### config.mk
export PLATFORM = sky130hd
export DESIGN_NAME = rds_div_cell
export DESIGN_NICKNAME = d
export VERILOG_FILES = /design/src/rtl/core/rds_div_cell.sv
export SDC_FILE = /design/constraint.sdc
export NUM_CORES = 1
export LEC_CHECK = 0
export ABC_AREA = 1
export BUFFER_PORTS_ARGS = -buffer_cell sky130_fd_sc_hd__buf_2
export CAP_MARGIN = 20
export CORE_MARGIN = 2
export CORE_UTILIZATION = 30
export CTS_CLUSTER_SIZE = 28
export DETAILED_ROUTE_END_ITERATION = 8
export GPL_ROUTABILITY_DRIVEN = 0
export SYNTH_ARGS = -nofsm -noshare
export SYNTH_HDL_FRONTEND = slang
export SYNTH_SLANG_ARGS = --single-unit
### constraint.sdc
create_clock -name clk_i -period 2.5 [get_ports clk_i]
set_input_delay 0.375 -clock clk_i [delete_from_list [all_inputs] [get_ports clk_i]]
set_output_delay 0.375 -clock clk_i [all_outputs]
set_load 0.1 [all_outputs]
### src/rtl/core/rds_div_cell.sv
// ----------------------------------------------------------------------------
// Divider cell
// One restoring division step on both axis magnitudes against the root.
// ----------------------------------------------------------------------------
module rds_div_cell #(
  parameter int unsigned NumW = 32,
  parameter int unsigned DenW = 16,
  parameter int unsigned Step = 0
) (
  input  logic            clk_i,
  input  logic            en_i,
  input  logic [DenW-1:0] den_i,
  input  logic [NumW-1:0] num_x_i,
  input  logic [DenW:0]   rem_x_i,
  input  logic [NumW-1:0] q_x_i,
  input  logic [NumW-1:0] num_y_i,
  input  logic [DenW:0]   rem_y_i,
  input  logic [NumW-1:0] q_y_i,
  output logic [DenW:0]   rem_x_o,
  output logic [NumW-1:0] q_x_o,
  output logic [DenW:0]   rem_y_o,
  output logic [NumW-1:0] q_y_o
);

  localparam int unsigned Bit = NumW - 1 - Step;

  logic [DenW+1:0] sh_x, sh_y;
  logic [DenW:0]   rx_d, ry_d, rx_q, ry_q;
  logic [NumW-1:0] qx_d, qy_d, qx_q, qy_q;

  always_comb begin
    sh_x = {rem_x_i, num_x_i[Bit]};
    sh_y = {rem_y_i, num_y_i[Bit]};
    qx_d = q_x_i;
    qy_d = q_y_i;
    rx_d = sh_x[DenW:0];
    ry_d = sh_y[DenW:0];
    if (sh_x >= {2'b0, den_i}) begin
      rx_d      = (DenW + 1)'(sh_x - {2'b0, den_i});
      qx_d[Bit] = 1'b1;
    end
    if (sh_y >= {2'b0, den_i}) begin
      ry_d      = (DenW + 1)'(sh_y - {2'b0, den_i});
      qy_d[Bit] = 1'b1;
    end
  end

  always_ff @(posedge clk_i) begin
    if (en_i) begin
      rx_q <= rx_d;
      ry_q <= ry_d;
      qx_q <= qx_d;
      qy_q <= qy_d;
    end
  end

  assign rem_x_o = rx_q;
  assign rem_y_o = ry_q;
  assign q_x_o   = qx_q;
  assign q_y_o   = qy_q;

endmodule

Yosys cells after proc, flatten, opt, wreduce, memory -nomap -nowiden
Cells that the tools add are included.
{ "word_totals": {"register_bits": 98, "in_bits": 180, "output_inout_bits": 98} }
{ "op_classes": {"add_sub_neg": 2, "order_cmp": 2, "n_mux": 2} }
{ "op_table": {"columns": ["operator", "n"], "rows": [
  ["18-bit by 16-bit >= comparator with 1-bit output", 2],
  ["17-bit two-way mux", 2],
  ["17-bit by 16-bit subtractor with 17-bit output", 2]
]} }

Depth between registers and ports, before layout
{ "logic_depth": {"word_depth": 2, "depth_mapped": 14} }

Worst setup path before layout
OpenSTA, ideal clock, no wires.
{ "synth_path": {"kind": "input -> register", "from": "input port num_x_i[31]", "to": "register rx_q[4], in the netlist rem_x_o[4] (data pin)", "setup_time_ns": 0.253, "t_arrival_ns": 1.717, "t_required_ns": 2.247, "setup_slack_ns": 0.530, "stages": 11, "cell_sequence": "inv_1 ha_1 inv_1 fa_1 nand3_1 nand3_1 nand2_2 nand3_4 buf_6 nand2_1 nand2_1"} }
{ "synth_between": {"elab_chain_cells": 2, "word_cells_on_any_way": 3, "cone_classes": "add/sub (1); order compare (1); mux (1)"} }
{ "synth_rtl": {"columns": ["item", "line", "source"], "rows": [
  ["from (decl)", "13", "input logic [NumW-1:0] num_x_i,"],
  ["17-bit by 16-bit subtractor with 17-bit output or 18-bit by 16-bit >= comparator with 1-bit output (tied branches)", "39, 38", null],
  ["17-bit two-way mux (*)", "38", "if (sh_x >= {2'b0, den_i}) begin"],
  ["named net rx_d[4]", "28", "logic [DenW:0] rx_d, ry_d, rx_q, ry_q;"],
  ["to (signal assigned)", "50", "rx_q <= rx_d;"],
  ["to (decl)", "28", null]
]} }
The timed path passes the listed nets; every way through them passes the cells marked *.
A chain may end at the register's enable or synchronous reset.

Worst setup path in the final report
{ "layout_path": {"from": "input port num_x_i[31]", "to": "register qx_q[31], in the netlist q_x_o[31] (data pin)"} }
{ "layout_between": {"elab_chain_cells": 1} }
{ "layout_rtl": {"columns": ["item", "line", "source"], "rows": [
  ["18-bit by 16-bit >= comparator with 1-bit output", "38", null],
  ["to (signal assigned)", "52", "qx_q <= qx_d;"],
  ["to (decl)", "29", "logic [NumW-1:0] qx_d, qy_d, qx_q, qy_q;"]
]} }
Every way passes these cells.

==> results.yml <==
placed_design:
  dp.final_hpwl_mm: 13.4
  io_buffers: 215
power_and_ir_drop:
  p_sw_mw: 2.47
  clockPowerShare: 0.239
  power.leakage_nw: 3.99
  p_int_mw: 3.14
  power.share.switching: 0.441
  max-vdd-ir-drop_v: 0.000285
  pwr-share-comb: 0.395
  p_per_area_nw_per_um2: 737
  pwr-share-seq: 0.366
route:
  routedWlPerCell_um: 13.9
  dr.pass1.iters: 4
  vias: 5103
  drc: 0
  routed_via_density: 4.36
  drt.antenna.violating_nets: 0
  drt-initial-drc-count: 285
  drt_wl_total_mm: 16.3
cells_and_area:
  antenna_cells: 0
  final_util: 0.404
  fin_nets: 1119
  final_cell_mix: "nand2_1, buf_2, inv_1"
  area_growth_pct: 31.7
  layout_commonest_cell: "nand2_1"
  drive_above_1_share: 0.298
timing:
  finalSetupTns_ps: 0
  drv_slew: 0
  finalSetupViolCount: 0
  tightest_slew_ps: 519
  rsz0062_at_grt: "false"
  fmax_mhz: 518
  min_period_over_period: 0.773
  hold_violations: 0
  period_minus_slack_ps: 1930
  slew_headroom: 0.656
grt:
  antenna_found_initial: 1
  grt_max_degree: 42
  grt_usage: 0.157
  grt_pass1_vias: 4693
  grt_overflow: 0
  grt_pass1_wl_mm: 24.3
cts:
  hold_buffers: 0
  cts_buffers: 9
  cts-root-buf: "clkbuf_16"
  cts_tree: "yes"
  cts_buffer_depth: 2
  clock-sinks: 98
  cts_max_level: 3
  cts_resized: 0
  cts_setup_buffers: 0
  clk_pin_slew_worst_paths_ps: 70
logic_synthesis:
  syn_inst: 666
  syn_nets: 880
  synth_cell_types: 27
  syn_avg_cell_area_um2: 8.68
  yosys_warnings: 0
  ys_ff_latch: 98
  yosysSeqAreaShare: 0.509
  syn_area_um2: 5780
floorplan:
  die_w_um: 143
  io_pins: 278
  coreArea_um2: 18800
  die_h_um: 143
  initial_core_util: 0.307
  die-area_um2: 20400
  fp-row-count: 50
hold_path:
  hold_path_depth: 1
  hp-class: "in2reg"
worst_setup_path:
  cp.required_ps: 2600
  worstSetupPathType: "in2reg"
  critical_path.max_fanout: 18
  crit_chain: "buf_2, inv_1, ha_1, inv_1, fa_1, nand3_1, nand3_1, nand2_2, nand3_4, or2_1"
  critPathMaxStageDelay_ps: 450
  critical-path-slowest-cell: "fa_1"
  end_kind: "flop"
  start_kind: "input port"
  crit_start: "num_x_i[31]"
  critPathCapture: "q_x_o[31]"
  critical_path_arrival_ps: 2030
run:
  max-cap-violations: 0
run_status:
  outcome: "finished clean"
[how the worst min path moves through the flow]
stage          startpoint  slack [ps]        end
2_1_floorplan    q_x_i[0]         470   q_x_o[0]
3_3_place_gp    q_y_i[17]         550  q_y_o[17]
3_5_place_dp    q_x_i[30]         550  q_x_o[30]
4_1_cts         q_x_i[17]         190  q_x_o[17]
5_1_grt         q_x_i[28]         190  q_x_o[28]
6_report        q_x_i[17]         200  q_x_o[17]
[registers in the layout, summed over array words and instances, names as in the netlist]
signal and cells:
rem_x_o 17, q_y_o 32, rem_y_o 17, q_x_o 32
[worst max-delay path, delay by kind of cell]
family                     cells  cell delay [ps]
buffers and inverters          3              200
and+or+nand+nor                5              850
adders and majority gates      2              590
[power by group through the flow]
stage	sequential (mW)	combinational, mW	clock, mW
floorplan	3.33	0.528	0
global placement	2.09	2.21	0
detailed placement	2.09	2.22	0
CTS	2.06	2.23	1.39
global route	2.07	2.36	1.44
finish	2.05	2.22	1.34
[cells in the mapped netlist]
cell type  count  share of area
inv_2          2         0.0013
nand4_1       40          0.043
nor2_4         1         0.0019
buf_2          6         0.0052
or2_2          2         0.0022
and3_1         2         0.0022
xnor2_1        2         0.0030
nand2_2        4         0.0043
nand2_1      261           0.17
inv_1        114          0.074
buf_6          2         0.0039
nor2_1        23          0.015
a21oi_1       16          0.014
edfxtp_1      98           0.51
nand3b_1       2         0.0026
nor2_2         4         0.0043
nand3_4        2         0.0061
nand3_1       28          0.024
and2_1         1         0.0011
xor2_1        12          0.018
ha_1          32          0.069
fa_1           2         0.0069
or2_1          2         0.0022
nor3_1         3         0.0026
nand4_4        2         0.0074
a21oi_4        2         0.0056
and2_2         1         0.0013
[kinds of logic (layout without fill, tap and decap cells)]
logic type | Yosys count | in the layout | synth area share
flops | 98 | 98 | 0.509
simple gates | 378 | 378 | 0.290
fa+ha+maj | 34 | 34 | 0.0762
buf+inv | 124 | 368 | 0.0844
compound gates | 18 | 18 | 0.0195
xor+xnor | 14 | 14 | 0.0212
[through the flow]
step	instance area, µm²	total power, mW	hold WS (ps)	setup WS, ps	instances
finish	7620	5.61	198	568	1170
global route	7620	5.88	185	397	1170
CTS	7620	5.67	185	563	1170
detailed placement	7330	4.31	553	201	1154
global placement	7330	4.30	551	200	1154
floorplan	5780	3.86	474	530	666
[routing by layer]
layer,part of all wire,global-route usage,vias to the layer above
met2,0.48,0.275,188
met1,0.44,0.197,2265
met3,0.072,0.0362,10
met4,0.0076,0.0328,2
met5,0.00043,0,-
li1,-,-,2638
[layout make-up]
cell class / count / area (µm²)
clock buffers: 9 / 225
fillers: 1911 / 11200
flip-flops and latches: 98 / 2940
multi-input cells: 444 / 2350
repair buffers: 236 / 1270
well taps: 260 / 325
clock inverters: 7 / 61.3
inverters: 116 / 435
(Power assumes the default switching activity.)
