`config.mk`:
```
export PLATFORM = sky130hd
export DESIGN_NAME = rds_sqrt_cell
export DESIGN_NICKNAME = d
export VERILOG_FILES = /design/src/rtl/core/rds_sqrt_cell.sv
export SDC_FILE = /design/constraint.sdc
export NUM_CORES = 1
export LEC_CHECK = 0
export ABC_CLOCK_PERIOD_IN_PS = 8000
export BUFFER_PORTS_ARGS = -buffer_cell sky130_fd_sc_hd__buf_2
export CAP_MARGIN = 20
export CORE_MARGIN = 2
export CORE_UTILIZATION = 31
export CTS_BUF_LIST = sky130_fd_sc_hd__clkbuf_8
export DETAILED_ROUTE_END_ITERATION = 6
export GPL_ROUTABILITY_DRIVEN = 1
export PLACE_DENSITY = 0.62
export SLEW_MARGIN = 20
export SYNTH_ARGS = -nofsm -noshare
export SYNTH_HDL_FRONTEND = slang
export SYNTH_SLANG_ARGS = --single-unit
```
`constraint.sdc`:
```
create_clock -name clk_i -period 8 [get_ports clk_i]
set_clock_uncertainty 0.05 [all_clocks]
set_input_delay 1.6 -clock clk_i [delete_from_list [all_inputs] [get_ports clk_i]]
set_output_delay 1.6 -clock clk_i [all_outputs]
set_load 0.02 [all_outputs]
```
`src/rtl/core/rds_sqrt_cell.sv`:
```
// ----------------------------------------------------------------------------
// Square-root cell
// One restoring step of the integer square root, one result bit per cell.
// ----------------------------------------------------------------------------
module rds_sqrt_cell #(
  parameter int unsigned SqW  = 32,
  parameter int unsigned RootW = 16,
  parameter int unsigned Step = 0
) (
  input  logic             clk_i,
  input  logic             en_i,
  input  logic [SqW-1:0]   rem_i,
  input  logic [RootW-1:0] root_i,
  output logic [SqW-1:0]   rem_o,
  output logic [RootW-1:0] root_o
);

  localparam int unsigned Bit = RootW - 1 - Step;

  logic [SqW+1:0]   trial;
  logic [SqW-1:0]   rem_d, rem_q;
  logic [RootW-1:0] root_d, root_q;

  // Trial subtrahend is (2*root + 2^bit) << bit.
  always_comb begin
    trial  = ({2'b0, {(SqW - RootW){1'b0}}, root_i} << (Bit + 1))
           + ((SqW + 2)'(1) << (2 * Bit));
    rem_d  = rem_i;
    root_d = root_i;
    if ({2'b0, rem_i} >= trial) begin
      rem_d       = SqW'({2'b0, rem_i} - trial);
      root_d[Bit] = 1'b1;
    end
  end

  always_ff @(posedge clk_i) begin
    if (en_i) begin
      rem_q  <= rem_d;
      root_q <= root_d;
    end
  end

  assign rem_o  = rem_q;
  assign root_o = root_q;

endmodule

```
### After elaboration in Yosys (flattened, before gate mapping)

Index checks and enable logic that the tools add are counted.

| storage, ports and cells | value |
|---|---|
| register bits | 48 |
| input port bits | 50 |
| logic and storage cells | 7 |

| cells by class | value |
|---|---|
| $add $sub $neg | 2 |
| order comparisons | 1 |
| muxes and demuxes | 1 |

Operator list:

| kind | number |
|---|---|
| adder 32 x 31 -> 33 bit, second input constant | 1 |
| greater-or-equal comparator 32 x 33 -> 1 bit | 1 |
| two-way mux 32 bit | 1 |
| subtractor 32 bit | 1 |

### Longest topological paths before layout

Gate-level depths: netlist (run 1).

| depth | value |
|---|---|
| word-level depth | 3 |
| gate-level depth with buffers | 11 |
| gate-level depth less buffers | 9 |

### Least setup slack after synthesis (run 1)

Ideal clock, no wire load.

| timing path | value |
|---|---|
| kind | input -> register |
| start point | input root_i[4] |
| end point | register rem_q[24] (netlist: rem_o[24]), data pin |
| setup time | 0.260 ns |
| arrival | 3.453 ns |
| required time | 7.690 ns |
| path slack | 4.237 ns |
| stages | 10 |
| path buffers | 2 |
| path through | inv_1 > ha_1 > a21o_1 > a31oi_2 > nand2_1 > a211oi_2 > o22a_1 > buf_6 > buf_8 > mux2_4 |

| on the way | value |
|---|---|
| cells in the longest elaborated chain, start to end | 3 |

Ends and longest elaborated chain:

| element | RTL line | source |
|---|---|---|
| from (decl) | 13 | `input logic [RootW-1:0] root_i,` |
| adder 32 x 31 -> 33 bit * | 27 | `+ ((SqW + 2)'(1) << (2 * Bit));` |
| subtractor 32 bit / greater-or-equal comparator 32 x 33 -> 1 bit (equally long branches) | 31, 30 |  |
| two-way mux 32 bit * | 30 | `if ({2'b0, rem_i} >= trial) begin` |
| net rem_d[24] | 21 | `logic [SqW-1:0] rem_d, rem_q;` |
| to (signal assigned) | 38 | `rem_q <= rem_d;` |
| to (decl) | 21 |  |

The timed path passes the listed nets; every way through them passes the cells marked *.
A chain may end at the register's enable or synchronous reset.

### Worst setup path after layout (run 1)

| timing path | value |
|---|---|
| start point | input root_i[1] |
| end point | register rem_q[21] (netlist: rem_o[21]), data pin |

Same word-level chain as after synthesis.

==> results of run 1 <==
[worst max path at each step]
stage,startpoint,to,cells after the start
2_1_floorplan,root_i[4],rem_o[24]$_DFFE_PP_,10
3_3_place_gp,rem_i[20],rem_o[18]$_DFFE_PP_,8
3_5_place_dp,root_i[1],rem_o[21]$_DFFE_PP_,9
4_1_cts,root_i[1],rem_o[21]$_DFFE_PP_,9
5_1_grt,root_i[1],rem_o[19]$_DFFE_PP_,9
6_report,root_i[1],rem_o[21]$_DFFE_PP_,9
[Yosys cell counts (all sizes together), types with 5 or more instances]
cell type,n
nand2,11
o21ai,6
nor2,14
ha,17
xnor2,6
nand4,7
a21oi,13
nand2b,5
mux2i,6
edfxtp,48
mux2,11
inv,21
[per-layer routing]
layer / wire, um / track usage (%) / share of wire (%) / vias to the layer above
met1: 2630 / 16.0 / 44 / 920
li1: - / - / - / 996
met2: 2860 / 21.4 / 48 / 71
met4: 65 / 3.58 / 1.1 / 0
met5: 0 / 0 / 0 / -
met3: 390 / 3.61 / 6.6 / 5
[state kept, by name, summed over array words and instances (netlist names)]
register / count
rem_o: 32
root_o: 16
[kinds of logic (layout without fill, tap and decap cells)]
| family | after synthesis | in the layout | synth area share, % |
|---|---|---|---|
| XOR/XNOR | 8 | 8 | 2.64 |
| AND/OR/NAND/NOR | 57 | 57 | 11.9 |
| multiplexers | 17 | 17 | 7.48 |
| buffers and inverters | 27 | 126 | 4.66 |
| AO/OA/AOI/OAI | 40 | 40 | 10.4 |
| flip-flops | 48 | 48 | 54.2 |
| adder cells (fa/ha/maj) | 18 | 18 | 8.75 |
[power by group through the flow]
stage	Clock (mW)	Combinational (mW)	Sequential [mW]
floorplan	0	0.0856	0.352
global placement	0	0.173	0.318
CTS	0.187	0.175	0.313
detailed placement	0	0.175	0.318
global route	0.197	0.190	0.315
finish	0.179	0.173	0.312
[final cells by class]
| type | instances | area share, % |
|---|---|---|
| Timing Repair Buffer | 97 | 14.6 |
| Sequential cell | 48 | 43.1 |
| Clock buffer | 5 | 2.06 |
| Multi-Input combinational cell | 140 | 32.7 |
| Clock inverter | 3 | 1.27 |
| Tap cell | 105 | 3.93 |
| Inverter | 21 | 2.36 |
[per-stage QoR]
stage               std cells  utilization (%)  total power [mW]  worst slack [ns]
finish                    419             40.5             0.664              3.75
global route              419             40.5             0.702              3.55
CTS                       419             40.5             0.676              3.73
detailed placement        411             39.1             0.493              3.42
global placement          411             39.1             0.491              3.52
floorplan                 215                -             0.438              4.24
==> qor.yml, run 1 <==
run_status:
  status: "complete, no violations"
floorplan:
  dieWidth_um: 96.6
  die_h_um: 96.6
  io_pins: 98
  num_rows: 33
  die_area_sq_um: 9330
  coreArea_sq_um: 8260
  initial_core_util_pct: 32.2
finish:
  multi_input_area_sq_um: 1090
  antenna_cells: 0
  mostFrequentLayoutCells: "96 x buf_2, 48 x edfxtp_1, 21 x inv_1"
  fin_nets: 381
  final_common_cell: "buf_2"
  fill_cells: 850
  area_growth_pct: 25.8
  register_area_sq_um: 1440
  drive_above_1_share_pct: 38.9
  stdcell_area_sq_um: 3340
cts:
  cts_inserted_buffers: 5
  htree_levels: 2
  cts_resized: 0
  root_buffer: "clkbuf_8"
  ctsHoldBuffers: 0
  ctsLongestPathBuffers: 2
  path_clk_slew_ns: 0.10
  cts_num_sinks: 48
  post-cts-setup-buffers: 0
  cts_tree: "built"
setup_path:
  path_max_fanout: 17
  critPathArrivalTime_ns: 4.26
  critical-path-top-delay-family: "compound AO/OA/AOI/OAI gates"
  endpoint_kind: "register"
  critPathMaxStageDelay_ns: 0.82
  worst_ep_required_time_ns: 8.01
  cp-start-kind: "primary input"
  crit_buf_inv: 2
  path_class: "primary input to register"
  crit_chain: "buf_2 > inv_1 > ha_1 > nor2b_1 > o2111ai_1 > nand2_1 > a211oi_2 > o22a_1 > mux2_2"
  crit_slowest_cell: "o22a_1"
grt:
  grt_use_total_pct: 12.7
  grt_pass1_wl_um: 9660
  grt_max_degree: 49
  grt_overflow: 0
  antenna_found_initial: 0
  grt_pass1_vias: 2014
power_and_ir_drop:
  irDropWorstVdd_v: 0.0000698
  p_per_area_nw_per_um2: 199
  comb_power_share_pct: 26.1
  switching_share_pct: 29.3
  pwr-share-seq_pct: 47.0
  power_frac_clock_pct: 27.0
  p_leak_nw: 1.46
  p_int_mw: 0.470
  power_switching_mw: 0.194
synth:
  synth-main-ff-cell: "edfxtp_1"
  async_flop_share_pct: 0
  synth_seq_cells: 48
  syn_area_sq_um: 2660
  synth_edf_count: 48
  synth_warnings: 0
  syn_inst: 215
  synth.distinct_cells: 47
  synth_top_area_cell: "edfxtp_1"
  synth_nets: 283
  synth_top_area_share_pct: 54.2
  syn_area_per_cell_sq_um: 12.4
  yosysSeqAreaShare_pct: 54.2
  synthTopCellsByArea: "edfxtp_1 54%, ha_1 8.0%, inv_1 3.0%"
drt:
  wl_per_cell_um: 14.2
  wirelength_um: 5950
  vias_per_cell: 4.75
  drtIter0Drc: 65
  drc: 0
  antenna_left: 0
  first_pass_iters: 4
  vias: 1992
timing:
  finalMaxSlewViolations: 0
  hold_viol_final: 0
  timing.slew.headroom_pct: 36.6
  fin_crit_ns: 4.25
  setup_viol: 0
  worstMarginPinSlew_ns: 0.950
  fmax_ghz: 0.236
  worst_hold_slack_ns: 1.43
  period_share_pct: 53.1
  grt_setup_unrepaired: "false"
  finalSetupTns_ns: 0
worst_hold_path:
  worstHoldPathCells: 1
  min_from: "root_i[13]"
  holdPathEnd: "root_o[13]$_DFFE_PP_"
  hold_path.class: "primary input to register"
placement:
  port_buffers: 97
  dpl-instance-area_sq_um: 3230
  gp_congestion: 0.782
  dp_hpwl_um: 4510
job:
  maxCapViolCount: 0
No activity file was read; power rests on OpenSTA's default activity.
==> run 2, diff against run 1 <==
ABC_AREA = 1   (was not set)
ABC_CLOCK_PERIOD_IN_PS = 4100   (was 8000)
clock period = 4.1 ns   (was 8 ns; I/O delays follow)
==> qor.yml, run 2 <==
cts:
  post-cts-setup-buffers: 0  # unchanged
  ctsLongestPathBuffers: 2  # unchanged
  cts_num_sinks: 48  # unchanged
  root_buffer: "clkbuf_8"
  cts_tree: "built"
  path_clk_slew_ns: 0.10  # about the same
  ctsHoldBuffers: 0  # unchanged
  htree_levels: 2  # unchanged
  cts_inserted_buffers: 5  # unchanged
  cts_resized: 0  # unchanged
finish:
  largest_register_ffs: 32  # unchanged
  antenna_cells: 0  # unchanged
  stdcell_area_sq_um: 3620  # +8.4%
  mostFrequentLayoutCells: "118 x nand2_1, 97 x buf_2, 62 x inv_1"
  final_util_pct: 39.4  # -1.1 points
  drive_above_1_share_pct: 26.4  # -13 points
  area_growth_pct: 24.5
  final_common_cell: "nand2_1"
  fin_nets: 511  # +34%
drt:
  wirelength_um: 7460  # +25%
  vias_per_cell: 4.54  # -4.4%
  first_pass_iters: 4  # unchanged
  drc: 0  # unchanged
  vias: 2522  # +27%
  antenna_left: 0  # unchanged
  wl_per_cell_um: 13.4  # -5.3%
  drtIter0Drc: 122  # +88%
synth:
  syn_area_per_cell_sq_um: 8.51  # -31%
  synth_nets: 410  # +45%
  synth_top_area_cell: "edfxtp_1"
  yosys.cell_count.top_type: "nand2_1"
  syn_area_sq_um: 2910  # +9.5%
  yosys-top-cells-count: "118 x nand2_1, 62 x inv_1, 48 x edfxtp_1, 21 x nand4_1, 21 x nor2_1"
  synth_seq_cells: 48  # unchanged
  yosysSeqAreaShare_pct: 49.5  # -4.7 points
  synth_edf_count: 48  # unchanged
  synth.distinct_cells: 22  # -53%
  synthTopCellsByArea: "edfxtp_1 50%, nand2_1 15%, inv_1 8.0%"
  synth_top_area_share_pct: 49.5  # -4.7 points
  synth-main-ff-cell: "edfxtp_1"
  synth_warnings: 0  # unchanged
  async_flop_share_pct: 0  # unchanged
  syn_inst: 342  # +59%
timing:
  finalMaxSlewViolations: 0  # unchanged
  hold_viol_final: 0  # unchanged
  fin_crit_ns: 2.75
  worstMarginPinSlew_ns: 0.589  # -0.362 ns
  worst_hold_slack_ns: 0.641  # -0.786 ns
  setup_ws_ns: 1.35  # -2.41 ns
  setup_viol: 0  # unchanged
  period_share_pct: 67.1
  finalSetupTns_ns: 0  # unchanged
  fmax_ghz: 0.364
  timing.slew.headroom_pct: 60.7  # +24 points
  grt_setup_unrepaired: "false"
power_and_ir_drop:
  irDropWorstVdd_v: 0.000154  # +120%
  p_leak_nw: 1.88  # +29%
  p_per_area_nw_per_um2: 369  # +86%
grt:
  grt_use_total_pct: 15.0  # +2.3 points
  antenna_found_initial: 0  # unchanged
  grt_pass1_wl_um: 12000  # +24%
  grt_max_degree: 26  # -47%
  grt_overflow: 0  # unchanged
  grt_pass1_vias: 2539  # +26%
job:
  maxCapViolCount: 0  # unchanged
placement:
  port_buffers: 97  # unchanged
  dp_hpwl_um: 5660  # +25%
  gp_congestion: 0.885  # +13%
  place_ws_ns: 1.03  # -2.39 ns
  dpl-instance-area_sq_um: 3510  # +8.8%
setup_path:
  endpoint_kind: "register"
  cp-start-kind: "primary input"
  path_class: "primary input to register"
  path_max_fanout: 17  # unchanged
  worst_ep_required_time_ns: 4.12  # -3.89 ns
  critPathArrivalTime_ns: 2.77  # -1.49 ns
floorplan:
  coreArea_sq_um: 9200  # +11%
  die_area_sq_um: 10200  # +9.1%
  dieWidth_um: 101  # +4.5%
  initial_core_util_pct: 31.7  # -0.54 points
  die_h_um: 101  # +4.5%
  io_pins: 98  # unchanged
  num_rows: 35  # +6.1%
worst_hold_path:
  hold_path.class: "primary input to register"
run_status:
  status: "complete, no violations"
[run 2: changes by cell type in the layout (fill, tap and decap cells not counted), sizes merged, moves of 6 or more]
cell | previous run | this run
nand2 | 11 | 122
inv | 21 | 62
nand3 | 1 | 19
nand4 | 7 | 21
mux2 | 11 | 0
nor2 | 14 | 25
mux2i | 6 | 0
[run 2: cell type report]
cell class / instances / area [sq um]
flip-flops and latches: 48 / 1440
multi-input cells: 227 / 1200
fillers: 954 / 5570
repair buffers: 99 / 500
clock buffers: 5 / 68.8
well taps: 111 / 139
inverters: 62 / 233
clock inverters: 3 / 42.5
[run 2: worst paths after layout]
| kind | from | to | slack, ns | cells after the start |
|---|---|---|---|---|
| min | root_i[5] | root_o[5]$_DFFE_PP_ | 0.64 | 1 |
| max | rem_i[24] | root_o[15]$_SDFFCE_PP1P_ | 1.35 | 11 |
[run 2: kinds of logic after synthesis]
| group | share of synthesized area [%] |
|---|---|
| fa+ha+maj | 7.99 |
| simple gates | 29.2 |
| xor+xnor | 2.11 |
| buf+inv | 9.28 |
| compound gates | 1.89 |
| flops | 49.5 |
[run 2: worst max-delay path: stages]
cell	delay (ns)
buf_2	0.11
ha_1	0.36
nand2_1	0.16
inv_1	0.05
nand2_1	0.06
nand2_1	0.07
inv_1	0.07
nand3_1	0.11
nand2_2	0.35
nand3_4	0.31
or2_1	0.29
[run 2: where the power goes]
part | internal, mW | switching [mW] | leakage [nW]
combinational | 0.127 | 0.243 | 1.36
clock | 0.181 | 0.175 | 0.0541
sequential | 0.600 | 0.0110 | 0.469
total | 0.908 | 0.429 | 1.88
[run 2: metrics by stage]
step | total power [mW] | cells
floorplan | 0.866 | 342
global route | 1.41 | 555
global placement | 0.990 | 547
detailed placement | 0.993 | 547
finish | 1.34 | 555
CTS | 1.35 | 555
[run 2: layer usage]
layer	part of all wire [%]	vias to the layer above	GRT usage, %	wire length, um
met5	0	-	0	0
met4	1.1	0	3.95	80
met3	5.7	5	3.12	426
met2	47	68	25.7	3490
met1	46	1138	19.4	3460
li1	-	1311	-	-
